===== config.mk =====
export PLATFORM = sky130hd
export DESIGN_NAME = calendar_month_info_unit
export DESIGN_NICKNAME = d
export VERILOG_FILES = /design/src/hw/rtl/cmi_pkg.sv /design/src/hw/rtl/cmi_seq.sv /design/src/hw/rtl/cmi_datapath.sv /design/src/hw/rtl/calendar_month_info_unit.sv
export SDC_FILE = /design/constraint.sdc
export NUM_CORES = 1
export LEC_CHECK = 0
export BUFFER_PORTS_ARGS = -buffer_cell sky130_fd_sc_hd__buf_2
export CAP_MARGIN = 10
export CORE_ASPECT_RATIO = 1.5
export CORE_MARGIN = 2
export CORE_UTILIZATION = 55
export DETAILED_ROUTE_END_ITERATION = 7
export GPL_TIMING_DRIVEN = 0
export PLACE_DENSITY = 0.76
export SLEW_MARGIN = 20
export SYNTH_ARGS = -nofsm -noshare
export SYNTH_HDL_FRONTEND = slang
export SYNTH_SLANG_ARGS = --single-unit

===== constraint.sdc =====
create_clock -name clk -period 4.2 [get_ports clk]
set_clock_uncertainty 0.2 [all_clocks]
set_input_delay 0.63 -clock clk [delete_from_list [all_inputs] [get_ports clk]]
set_output_delay 0.63 -clock clk [all_outputs]
set_load 0.1 [all_outputs]

===== src/hw/rtl/cmi_pkg.sv =====
package cmi_pkg;

  localparam logic [11:0] YearFirst = 12'd1601;
  localparam logic [11:0] YearLast  = 12'd3000;
  localparam logic [11:0] Span400   = 12'd400;
  localparam logic [8:0]  Mod400Top = 9'd399;

  typedef enum logic [1:0] {
    S_IDLE,
    S_REDUCE,
    S_STEP,
    S_FIN
  } cmi_state_t;

  // Sequencer to datapath.
  typedef struct packed {
    logic load;
    logic reduce;
    logic step;
    logic fin;
  } cmi_ctrl_t;

  // Datapath to sequencer.
  typedef struct packed {
    logic rem_ge400;
    logic cur_lt_year;
  } cmi_stat_t;

  // Cumulative month offset reduced modulo 7; zero outside 1..12.
  function automatic logic [2:0] month_offset7(input logic [3:0] m);
    logic [2:0] r;
    unique case (m)
      4'd1:    r = 3'd0;
      4'd2:    r = 3'd3;
      4'd3:    r = 3'd3;
      4'd4:    r = 3'd6;
      4'd5:    r = 3'd1;
      4'd6:    r = 3'd4;
      4'd7:    r = 3'd6;
      4'd8:    r = 3'd2;
      4'd9:    r = 3'd5;
      4'd10:   r = 3'd0;
      4'd11:   r = 3'd3;
      4'd12:   r = 3'd5;
      default: r = 3'd0;
    endcase
    return r;
  endfunction

  function automatic logic [4:0] month_days(input logic [3:0] m, input logic leap);
    logic [4:0] r;
    unique case (m)
      4'd1, 4'd3, 4'd5, 4'd7, 4'd8, 4'd10, 4'd12: r = 5'd31;
      4'd4, 4'd6, 4'd9, 4'd11:                    r = 5'd30;
      4'd2:    r = leap ? 5'd29 : 5'd28;
      default: r = 5'd0;
    endcase
    return r;
  endfunction

  // Leap test from the low year bits and the year modulo 400.
  function automatic logic leap_of(input logic [1:0] y_low, input logic [8:0] y400);
    return (y_low == 2'd0) && (y400 != 9'd100) && (y400 != 9'd200) && (y400 != 9'd300);
  endfunction

endpackage


===== src/hw/rtl/cmi_seq.sv =====
module cmi_seq import cmi_pkg::*; (
  input  logic      clk,
  input  logic      rst,
  input  logic      start,
  input  cmi_stat_t stat,
  output cmi_ctrl_t ctrl,
  output logic      busy
);

  cmi_state_t state, state_next;

  always_ff @(posedge clk) begin
    if (rst) begin
      state <= S_IDLE;
    end else begin
      state <= state_next;
    end
  end

  always_comb begin
    state_next = state;
    ctrl       = '0;
    busy       = 1'b1;
    unique case (state)
      S_IDLE: begin
        busy      = 1'b0;
        ctrl.load = start;
        if (start) begin
          state_next = S_REDUCE;
        end
      end
      S_REDUCE: begin
        ctrl.reduce = 1'b1;
        if (!stat.rem_ge400) begin
          state_next = S_STEP;
        end
      end
      S_STEP: begin
        ctrl.step = 1'b1;
        if (!stat.cur_lt_year) begin
          state_next = S_FIN;
        end
      end
      S_FIN: begin
        ctrl.fin   = 1'b1;
        state_next = S_IDLE;
      end
      default: state_next = S_IDLE;
    endcase
  end

endmodule


===== src/hw/rtl/cmi_datapath.sv =====
module cmi_datapath import cmi_pkg::*; (
  input  logic        clk,
  input  cmi_ctrl_t   ctrl,
  input  logic [4:0]  day,
  input  logic [3:0]  month,
  input  logic [11:0] year,
  output cmi_stat_t   stat,
  output logic [4:0]  day_q,
  output logic [3:0]  month_q,
  output logic [11:0] year_q,
  output logic        leap_q,
  output logic [2:0]  weekday
);

  logic [11:0] rem;     // year reduced modulo 400 by repeated subtraction
  logic [11:0] cur;     // year being stepped
  logic [8:0]  cur400;  // cur modulo 400
  logic [2:0]  acc;     // weekday accumulator modulo 7

  logic [3:0]  addend;
  logic [3:0]  sum;
  logic [2:0]  sum7;
  logic        cur_leap;

  assign cur_leap = leap_of(cur[1:0], cur400);
  assign leap_q   = leap_of(year_q[1:0], rem[8:0]);

  // The one mod-7 adder serves both the year stepping and the month correction.
  always_comb begin
    if (ctrl.fin) begin
      addend = {1'b0, month_offset7(month_q)} + {3'b0, leap_q && (month_q >= 4'd3)};
    end else begin
      addend = {3'b0, 1'b1} + {3'b0, cur_leap};
    end
    sum  = {1'b0, acc} + addend;
    sum7 = (sum >= 4'd7) ? 3'(sum - 4'd7) : sum[2:0];
  end

  assign weekday          = sum7;
  assign stat.rem_ge400   = rem >= Span400;
  assign stat.cur_lt_year = cur < year_q;

  always_ff @(posedge clk) begin
    if (ctrl.load) begin
      day_q   <= day;
      month_q <= month;
      year_q  <= year;
      rem     <= year;
      cur     <= YearFirst;
      cur400  <= 9'(YearFirst % 400);
      acc     <= 3'd0;
    end else if (ctrl.reduce) begin
      if (stat.rem_ge400) begin
        rem <= rem - Span400;
      end
    end else if (ctrl.step) begin
      if (stat.cur_lt_year) begin
        acc    <= sum7;
        cur    <= cur + 12'd1;
        cur400 <= (cur400 == Mod400Top) ? 9'd0 : cur400 + 9'd1;
      end
    end
  end

endmodule


===== src/hw/rtl/calendar_month_info_unit.sv =====
// Month information for a Gregorian date. Raise start while busy is low to
// hand in one word (day, month, year); busy rises on the next cycle and stays
// high until the result word appears, for one cycle only, with done high. The
// receiver cannot stall, so capture the result on that cycle. The sequencer
// first reduces the year modulo 400 by repeated subtraction and then steps
// one year per cycle from 1601 through the shared modulo-7 adder.
module calendar_month_info_unit import cmi_pkg::*; (
  input  logic              clk,
  input  logic              rst,
  input  logic              start,
  output logic              busy,
  input  logic [4:0]        day,
  input  logic [3:0]        month,
  input  logic [11:0]       year,
  output logic              done,
  output logic              date_valid,
  output logic              leap_year,
  output logic [4:0]        days_in_month,
  output logic [2:0]        first_weekday,
  output logic              two_months,
  output logic signed [6:0] carry_count,
  output logic [3:0]        next_month,
  output logic [11:0]       next_year
);

  cmi_ctrl_t   ctrl;
  cmi_stat_t   stat;
  logic [4:0]  day_q;
  logic [3:0]  month_q;
  logic [11:0] year_q;
  logic        leap_q;
  logic [2:0]  weekday;
  logic        start_ok;

  logic [4:0]  dim;
  logic [6:0]  carry;

  assign start_ok = start && !busy;

  cmi_seq u_seq (
    .clk   (clk),
    .rst   (rst),
    .start (start_ok),
    .stat  (stat),
    .ctrl  (ctrl),
    .busy  (busy)
  );

  cmi_datapath u_dp (
    .clk     (clk),
    .ctrl    (ctrl),
    .day     (day),
    .month   (month),
    .year    (year),
    .stat    (stat),
    .day_q   (day_q),
    .month_q (month_q),
    .year_q  (year_q),
    .leap_q  (leap_q),
    .weekday (weekday)
  );

  assign dim   = month_days(month_q, leap_q);
  assign carry = {2'b00, dim} - {2'b00, day_q} + 7'd1;

  always_ff @(posedge clk) begin
    if (rst) begin
      done <= 1'b0;
    end else begin
      done <= ctrl.fin;
    end
  end

  always_ff @(posedge clk) begin
    if (ctrl.fin) begin
      date_valid    <= (year_q >= YearFirst) && (year_q <= YearLast) && (dim != 5'd0)
                       && (day_q != 5'd0) && (day_q <= dim);
      leap_year     <= leap_q;
      days_in_month <= dim;
      first_weekday <= weekday;
      // Fewer than nine days left is the same as a carry below ten.
      two_months    <= $signed(carry) < 7'sd10;
      carry_count   <= $signed(carry);
      next_month    <= (month_q == 4'd12) ? 4'd1 : month_q + 4'd1;
      next_year     <= (month_q == 4'd12) ? year_q + 12'd1 : year_q;
    end
  end

endmodule


# [Word level (Yosys, flattened, before mapping)]
# Memories as Yosys holds them, arrays and structs flattened. A register that Yosys moved wholly into a read port is not among the register bits.
# Cells that the tools add are included.
# Widths: inputs -> output; s select.
[totals] regBits=94 rom_bits=48 inputBits=24 output_inout_bits=36 word_cells=107 memories=1
[classes] add_sub_neg=11 n_lt_le_gt_ge=8 n_eq_ne=25 mux=20 bitwise=1 reduce_logical=24
[memory_table] name="(name not given)" words=16 word_bits=3 read_ports=1 rd_ports_with_merged_regs=1 wr=0 line="cmi_pkg.sv:32" rtl="unique case (m)"
[op_table] cell="$mux 12" count=4
[op_table] cell="$add 12x1->12 const B" count=2
[op_table] cell="$eq 4x4->1 const B" count=5
[op_table] cell="$ne 9x7->1 const B" count=2
[op_table] cell="$ne 9x8->1 const B" count=2
[op_table] cell="$ne 9x9->1 const B" count=2
[op_table] cell="$eq 4x3->1 const B" count=4
[op_table] cell="$pmux 5 s3" count=1
[op_table] cell="$ge 12x11->1 const B" count=1
[op_table] cell="$ge 12x9->1 const B" count=1
[op_table] cell="$le 12x12->1 const B" count=1
[op_table] cell="$logic_and 1x1->1" count=12
[op_table] cell="$lt 12x12->1" count=1
[op_table] cell="$sub 12x9->12 const B" count=1
[op_table] cell="$reduce_bool 5->1" count=2
[op_table] cell="$add 9x1->9 const B" count=1
[op_table] cell="$eq 9x9->1 const B" count=1
[op_table] cell="$mux 9" count=1
[op_table] cell="$eq 4x2->1 const B" count=2
[op_table] cell="$mux 4" count=2
[op_table] cell="$pmux 2 s4" count=1
[op_table] cell="$add 6x2->7 const B" count=1
[op_table] cell="$lt 7x5->1 const B" count=1
[op_table] cell="$reduce_or 7->1" count=1
[op_table] cell="other kinds (23)" count=37

# [Depth between registers and ports, before layout]
# Gate-level depths: netlist of the first run.
[logic_depth] word_depth=10 ltp_mapped=18 depth_no_buf=18

# [Hierarchy]
# From an unflattened synthesis of the first run, not the netlist that was laid out.
[unflattened] hier_cells=541 hier_area_um2=5586.6
[by_module_without_submodules] module="cmi_datapath" instances=1 cells_each=356 area_per_inst_um2=3505.9 seq_area_each_um2=1531.5
[by_module_without_submodules] module="calendar_month_info_unit" instances=1 cells_each=164 area_per_inst_um2=1894.3 seq_area_each_um2=980.9
[by_module_without_submodules] module="cmi_seq" instances=1 cells_each=21 area_per_inst_um2=186.4 seq_area_each_um2=40.0

# [Worst setup path after synthesis of the first run]
# No wires, ideal clock.
[synth_timing] path_type="register -> register" from="reg u_dp.rem[4]" to="reg u_dp.acc[1]" setup_time_ps=116 t_arrival_ps=3510 required_time_ps=3884 path_slack_ps=374 stages_incl_launch_ff=18 n_path_buf=0 period_less_slack_ps=3826 path_cell_list="edfxtp_1 > inv_1 > ha_1 > nand3b_1 > nor4b_1 > a31oi_1 > o31a_1 > o31a_1 > ha_1 > ha_1 > a21o_1 > inv_1 > fa_1 > inv_1 > ha_1 > a21oi_1 > mux2_2 > a31o_2"
[synth_via] elab_chain_len=10 word_cells_on_any_way=13 cone_classes="add/sub: 3; order compare: 1; eq/ne: 3; mux: 2; reduce/logical: 4"
[synth_lines] item="start, declared" line="cmi_datapath.sv:15" rtl="logic [11:0] rem;"
[synth_lines] item="start signal, assigned" line="cmi_datapath.sv:48" rtl="rem <= year;"
[synth_lines] item="start signal, assigned" line="cmi_datapath.sv:54" rtl="rem <= rem - Span400;"
[synth_lines] item="$ne 9x7->1" line="cmi_pkg.sv:63" rtl="return (y_low == 2'd0) && (y400 != 9'd100) && (y400 != 9'd200) && (y400 != 9'd300);"
[synth_lines] item="$logic_and 1x1->1 (2 in series)" line="cmi_pkg.sv:63"
[synth_lines] item="$logic_and 1x1->1 *" line="cmi_pkg.sv:63"
[synth_lines] item="via leap_q" line="calendar_month_info_unit.sv:31" rtl="logic leap_q;"
[synth_lines] item="$logic_and 1x1->1 *" line="cmi_datapath.sv:31" rtl="addend = {1'b0, month_offset7(month_q)} + {3'b0, leap_q && (month_q >= 4'd3)};"
[synth_lines] item="$add 3x1->4 *" line="cmi_datapath.sv:31"
[synth_lines] item="$mux 4 *" line="cmi_datapath.sv:30" rtl="if (ctrl.fin) begin"
[synth_lines] item="$add 3x4->4 *" line="cmi_datapath.sv:35" rtl="sum = {1'b0, acc} + addend;"
[synth_lines] item="$ge 4x3->1 / $sub 3x3->3 (equally long branches)" line="cmi_datapath.sv:36" rtl="sum7 = (sum >= 4'd7) ? 3'(sum - 4'd7) : sum[2:0];"
[synth_lines] item="$mux 3 *" line="cmi_datapath.sv:36"
[synth_lines] item="via u_dp.weekday[1]" line="cmi_datapath.sv:12" rtl="output logic [2:0] weekday"
[synth_lines] item="end signal, assigned" line="cmi_datapath.sv:58" rtl="acc <= sum7;"
[synth_lines] item="end, declared" line="cmi_datapath.sv:18" rtl="logic [2:0] acc;"
# The timed path passes the listed nets; every way through them passes the cells marked *.
# A chain may end at the register's enable or synchronous reset.

# [Final worst setup path of the first run]
# Ends and elaborated chain as after synthesis.

==> results.toml, run 1 <==
[placed_design]
gp_congestion = 0.902
io_buffers = 59
dpl.hpwl_um = 8590
dp_cells = 686

[synth]
synth_area_per_cell_um2 = 10.4
synth_seq_cells = 95
syn_inst = 510
yosysMostFrequentCell = "edfxtp_1"
ys_types = 61
synthTopCellsByCount = "65 x edfxtp_1, 46 x ha_1, 44 x inv_1, 35 x a21oi_1, 33 x nand2_1"
synth_area_um2 = 5320
netlist_top_cells_area = "edfxtp_1 37%, dfxtp_1 11%, ha_1 11%"
synth_area_leader_cell = "edfxtp_1"
synth.top_cell.area_share = 0.367
synth_edf_count = 65
syn_nets = 582
ys_seq_area_frac = 0.480
yosysWarnings = 0
synth-main-ff-cell = "edfxtp_1"
synth-async-reset-ratio = 0

[global_routing]
grt_use_met3 = 0.0398
grt_pass1_wl_um = 19300
overflow = 0
track_usage = 0.230
grt_use_met2 = 0.430
grt_start_max_net_pins = 31
met1_usage = 0.249
grt_pass1_vias = 4160
antenna_found_initial = 0
grt_busiest_layer = "met2"

[setup_path]
path_max_fanout = 4
startpoint_type = "flip-flop"
critical_path_class = "flip-flop to flip-flop"
cp_slowest_cell = "fa_1"
crit_buf_inv = 4
crit_arrival_ns = 4.17
path_cells = "inv_2 > ha_2 > nand3b_1 > o21ai_0 > a31oi_1 > o31a_1 > o31a_1 > ha_4 > inv_1 > a21oi_2 > ha_2 > inv_2 > fa_1 > inv_2 > ha_4 > a21oi_4 > mux2_4 > a31o_2"
cp_top_family = "compound AO/OA/AOI/OAI gates"
cp-end-kind = "flip-flop"
cp_data_required_time_ns = 4.24
max_stage_delay_ns = 0.51
critical_path.most_common_cell = "inv_2"

[timing]
timing.hold.ws_ns = 0.254
fin_tns_setup_ns = 0
worst_pin_slew_ns = 0.559
grt_setup_unrepaired = "yes"
hold_violations = 0
relSlewSlack = 0.617
slew_violations = 0
max_freq_mhz = 242
min_period_ns = 4.13
finalCritPeriodShare = 0.982
setup_viol = 0

[min_path]
hp-class = "input pin to flip-flop"

[outcome]
status = "completed"

[routing]
first_pass_iters = 5
viasPerCell = 5.92
routed_wl_um = 11900
vias = 4186
post_drt_wl_per_cell_um = 16.8
post-route-drc-count = 0
drt_iter0_drc = 311
final_antenna_net_count = 0

[power_and_ir_drop]
peakVddDrop_mv = 0.511
p_per_area_nw_per_um2 = 679
p_leak_uw = 0.00252

[cells_and_area]
area_delta_synth_final_pct = 17.7
layout.nets = 659
stdcell_count = 707
final_core_util = 0.658
n_antenna_cell = 0
drive_gt1_frac = 0.203

[floorplanning]
pin_count = 60
die_h_um = 124
die_x_um = 84.3
rows = 44
fp.dieArea_um2 = 10500
coreArea_um2 = 9520
floorplan.initialDensity = 0.559

[flow_run]
cap_violations = 0

[clocking]
clock_latency_ns = 0.35
clkTransAtPathRegs_ns = 0.07
cts_sinks = 95
htreeDepth = 3
cts_tree = "built"
clock_path_buffers = 2
cts_made_buffers = 9
cts-root-buf = "clkbuf_16"
ctsHoldBuffers = 0
timing repair:
| action | CTS | global route |
|---|---|---|
| gates resized for setup | 2 | 23 |
| endpoints found under the hold margin | 0 | 0 |
| setup endpoints to repair | 2 | 7 |
| buffers inserted | 0 | 6 |
| cloned | 0 | 0 |
| pin swaps | 0 | 11 |
registers in the layout, indices dropped and copies added, names as in the netlist, 4 cells and up, named ones only:
register and count:
u_dp.cur400 9, u_dp.year_q 12, u_dp.rem 12, carry_count 7, next_year 12, u_dp.month_q 4
u_dp.day_q 5, u_dp.cur 12, next_month 4
final cells by class:
class	instances	area [um2]
clock buffers	9	225
fillers	753	3260
flip-flops and latches	95	2550
inverters	45	169
plain buffers	15	75.1
clock inverters	7	63.8
repair buffers	67	388
multi-input cells	354	2650
well taps	115	144
path summary, 6_finish.rpt:
check	start	endpoint	slack, ns	depth (start not counted)
worst max-delay path	u_dp.rem[4]$_DFFE_PP_	u_dp.acc[1]$_SDFFE_PP0P_	0.07	18
worst min-delay path	day[4]	u_dp.day_q[4]$_DFFE_PP_	0.25	1
worst max register to register	u_dp.rem[4]$_DFFE_PP_	u_dp.acc[1]$_SDFFE_PP0P_	0.07	18
worst min register to register	u_dp.cur[11]$_SDFFE_PP0P_	u_dp.cur[11]$_SDFFE_PP0P_	0.30	2
stage by stage:
| stage | instance area [um2] | total power, uW | setup WS (ns) |
|---|---|---|---|
| 6_report | 6260 | 4250 | 0.0740 |
| 2_1_floorplan | 5320 | 2840 | 0.374 |
| 3_5_place_dp | 5810 | 3280 | -0.0316 |
| 5_1_grt | 6260 | 4510 | -0.110 |
| 3_3_place_gp | 5760 | 3170 | 0.0312 |
| 4_1_cts | 6110 | 4100 | 0.0328 |
logic make-up after synthesis:
kind of cell	count (synthesis)	synth area share
muxes	8	0.0153
and+or+nand+nor	153	0.151
xor gates and xnor gates	33	0.0543
adders and majority gates	48	0.116
AOI/OAI and AO/OA	112	0.138
DFF	95	0.480
buffers and inverters	61	0.0463
placed cells by master (no fill, tap or decap), types with 5 or more instances in the layout:
| master | netlist | final |
|---|---|---|
| ha_1 | 46 | 40 |
| nand3_1 | 14 | 14 |
| a21o_1 | 6 | 6 |
| a31oi_1 | 6 | 6 |
| nor2b_1 | 5 | 5 |
| edfxtp_1 | 65 | 65 |
| xnor2_1 | 24 | 23 |
| nand4_1 | 9 | 9 |
| clkbuf_16 | 0 | 9 |
| o21ai_0 | 21 | 20 |
| and3_1 | 11 | 11 |
| or3_1 | 7 | 7 |
| mux2i_1 | 7 | 7 |
| nand2_1 | 33 | 33 |
| nor3_1 | 12 | 11 |
| clkbuf_1 | 8 | 6 |
| o211ai_1 | 5 | 5 |
| a21oi_1 | 35 | 32 |
| o31ai_1 | 5 | 5 |
| nand2b_1 | 10 | 10 |
| buf_2 | 5 | 64 |
| buf_4 | 3 | 9 |
| dfxtp_1 | 30 | 30 |
| inv_1 | 44 | 41 |
| nor2_1 | 31 | 31 |
| xor2_1 | 9 | 7 |
routing by layer:
metal	part of all wire	wire, um	up-vias
li1	-	-	2012
met1	0.39	4610	2037
met2	0.55	6590	116
met3	0.035	412	21
met4	0.024	282	0
met5	0	0	-
power breakdown:
part	internal (uW)	total (uW)	switching, uW
clock network	456	809	352
registers	1300	1460	161
logic	712	1980	1270
(Power assumes the default switching activity.)
==> inputs of run 2 (changes only) <==
- clock period: 4.2 -> 4 ns (I/O delays scaled with it)
==> results.toml, run 2 (synthesis results as in run 1) <==
[outcome]
status = "completed"

[flow_run]
cap_violations = 0

[cells_and_area]
stdcell_count = 709
n_antenna_cell = 0
layout_commonest_cell = "edfxtp_1"
layout_common_cells = "65 x edfxtp_1, 64 x buf_2, 40 x inv_1, 40 x ha_1, 33 x nand2_1"
area_delta_synth_final_pct = 18.3
drive_gt1_frac = 0.209
fillerInstances = 752
layout.nets = 661

[power_and_ir_drop]
seq_power_share = 0.341
pwr-share-clk = 0.187
total_power_uw = 4500
switching_share = 0.419
p_per_area_nw_per_um2 = 715
combPwrFrac = 0.472
p_leak_uw = 0.00253
switching_power_uw = 1890
peakVddDrop_mv = 0.529
p_int_uw = 2610

[routing]
vias = 4207
post-route-drc-count = 0
final_antenna_net_count = 0
drt_iter0_drc = 311
first_pass_iters = 5
post_drt_wl_per_cell_um = 16.9
viasPerCell = 5.93
routed_wl_um = 12000

[clocking]
ctsHoldBuffers = 0
clock_latency_ns = 0.34
cts-root-buf = "clkbuf_16"
clkTransAtPathRegs_ns = 0.07
cts_tree = "built"
cts_made_buffers = 9
htreeDepth = 3
cts_sinks = 95
clock_path_buffers = 2

[global_routing]
antenna_found_initial = 0
grt_pass1_wl_um = 19700
track_usage = 0.234
grt_start_max_net_pins = 31
overflow = 0
grt_pass1_vias = 4254

[floorplanning]
pin_count = 60
coreArea_um2 = 9520
floorplan.initialDensity = 0.559
die_x_um = 84.3
rows = 44
die_h_um = 124
fp.dieArea_um2 = 10500

[placed_design]
dpl.hpwl_um = 8590
io_buffers = 59
gp_congestion = 0.902
dp_cells = 686

[timing]
hold_violations = 0
relSlewSlack = 0.617
max_freq_mhz = 250
finalCritPeriodShare = 0.999
min_period_ns = 4.00
worst_pin_slew_ns = 0.559
setup_viol = 0
grt_setup_unrepaired = "yes"
slew_violations = 0

[setup_path]
cp_slowest_cell = "edfxtp_1"
path_max_fanout = 6
startpoint_type = "flip-flop"
crit_arrival_ns = 4.08
critical_path_class = "flip-flop to flip-flop"
cp_data_required_time_ns = 4.09
cp-end-kind = "flip-flop"
path_cells = "nand3b_1 > nor4b_2 > a31oi_1 > o31a_1 > o31a_1 > ha_4 > ha_4 > a21o_1 > ha_1 > a21o_1 > a21oi_2 > xor2_2 > buf_4 > nand2_1 > mux2i_1 > o211a_1"
max_stage_delay_ns = 0.51

[min_path]
hp-class = "input pin to flip-flop"
-- run 2: layout make-up --
class | instances | area, um2 | share of cell area
plain buffers | 15 | 75.1 | 0.0119
multi-input cells | 354 | 2660 | 0.423
inverters | 45 | 169 | 0.0268
repair buffers | 69 | 403 | 0.0640
clock inverters | 7 | 63.8 | 0.0101
clock buffers | 9 | 225 | 0.0358
flip-flops and latches | 95 | 2550 | 0.405
well taps | 115 | 144 | 0.0229
-- run 2: what timing repair did --
action,4_1_cts,5_1_grt
setup endpoints to repair,4,7
setup buffers,5,3
resized for setup,14,15
pin swaps,5,16
-- run 2: path summary, 6_finish.rpt --
path                                     to  slack, ns  depth (start not counted)                       from
setup / recovery   u_dp.acc[2]$_SDFFE_PP0P_      0.003                         16      u_dp.rem[7]$_DFFE_PP_
hold / removal      u_dp.day_q[4]$_DFFE_PP_       0.23                          1                     day[4]
setup reg to reg   u_dp.acc[2]$_SDFFE_PP0P_      0.003                         16      u_dp.rem[7]$_DFFE_PP_
hold reg to reg   u_dp.cur[11]$_SDFFE_PP0P_       0.30                          2  u_dp.cur[11]$_SDFFE_PP0P_
-- run 2: critical path, delay by kind of cell (launching register included) --
| kind | cells | cell delay, ns |
|---|---|---|
| AND/OR/NAND/NOR | 3 | 0.62 |
| AO/OA/AOI/OAI | 7 | 1.27 |
| flip-flops | 1 | 0.51 |
| adder cells (fa/ha/maj) | 3 | 0.68 |
| XOR/XNOR | 1 | 0.24 |
| buffers and inverters | 1 | 0.15 |
| multiplexers | 1 | 0.25 |
-- run 2: power groups by stage --
stage | Sequential, uW | Clock (uW) | Combinational [uW]
2_1_floorplan | 1700 | 0 | 1280
3_3_place_gp | 1540 | 0 | 1790
3_5_place_dp | 1540 | 0 | 1910
4_1_cts | 1520 | 856 | 2010
5_1_grt | 1560 | 888 | 2330
6_report | 1530 | 841 | 2120
-- run 2: layer usage --
metal,wire length [um],vias to the layer above,track usage
met5,0,-,0
met4,358,0,0.101
met3,436,28,0.0384
met2,6580,113,0.439
met1,4590,2043,0.253
li1,-,2023,-
-- run 2: per-stage QoR --
step	worst slack [ns]	hold slack (ns)	TNS, ns	utilization	instance area (um2)
final	0.00320	0.229	0	0.661	6300
after global placement	-0.169	0.273	-0.343	0.605	5760
after floorplan	0.174	0.262	0	-	5320
after detailed placement	-0.232	0.287	-0.605	0.610	5810
after global routing	-0.148	0.227	-0.652	0.661	6300
after CTS	-0.000501	0.223	-0.000501	0.650	6190
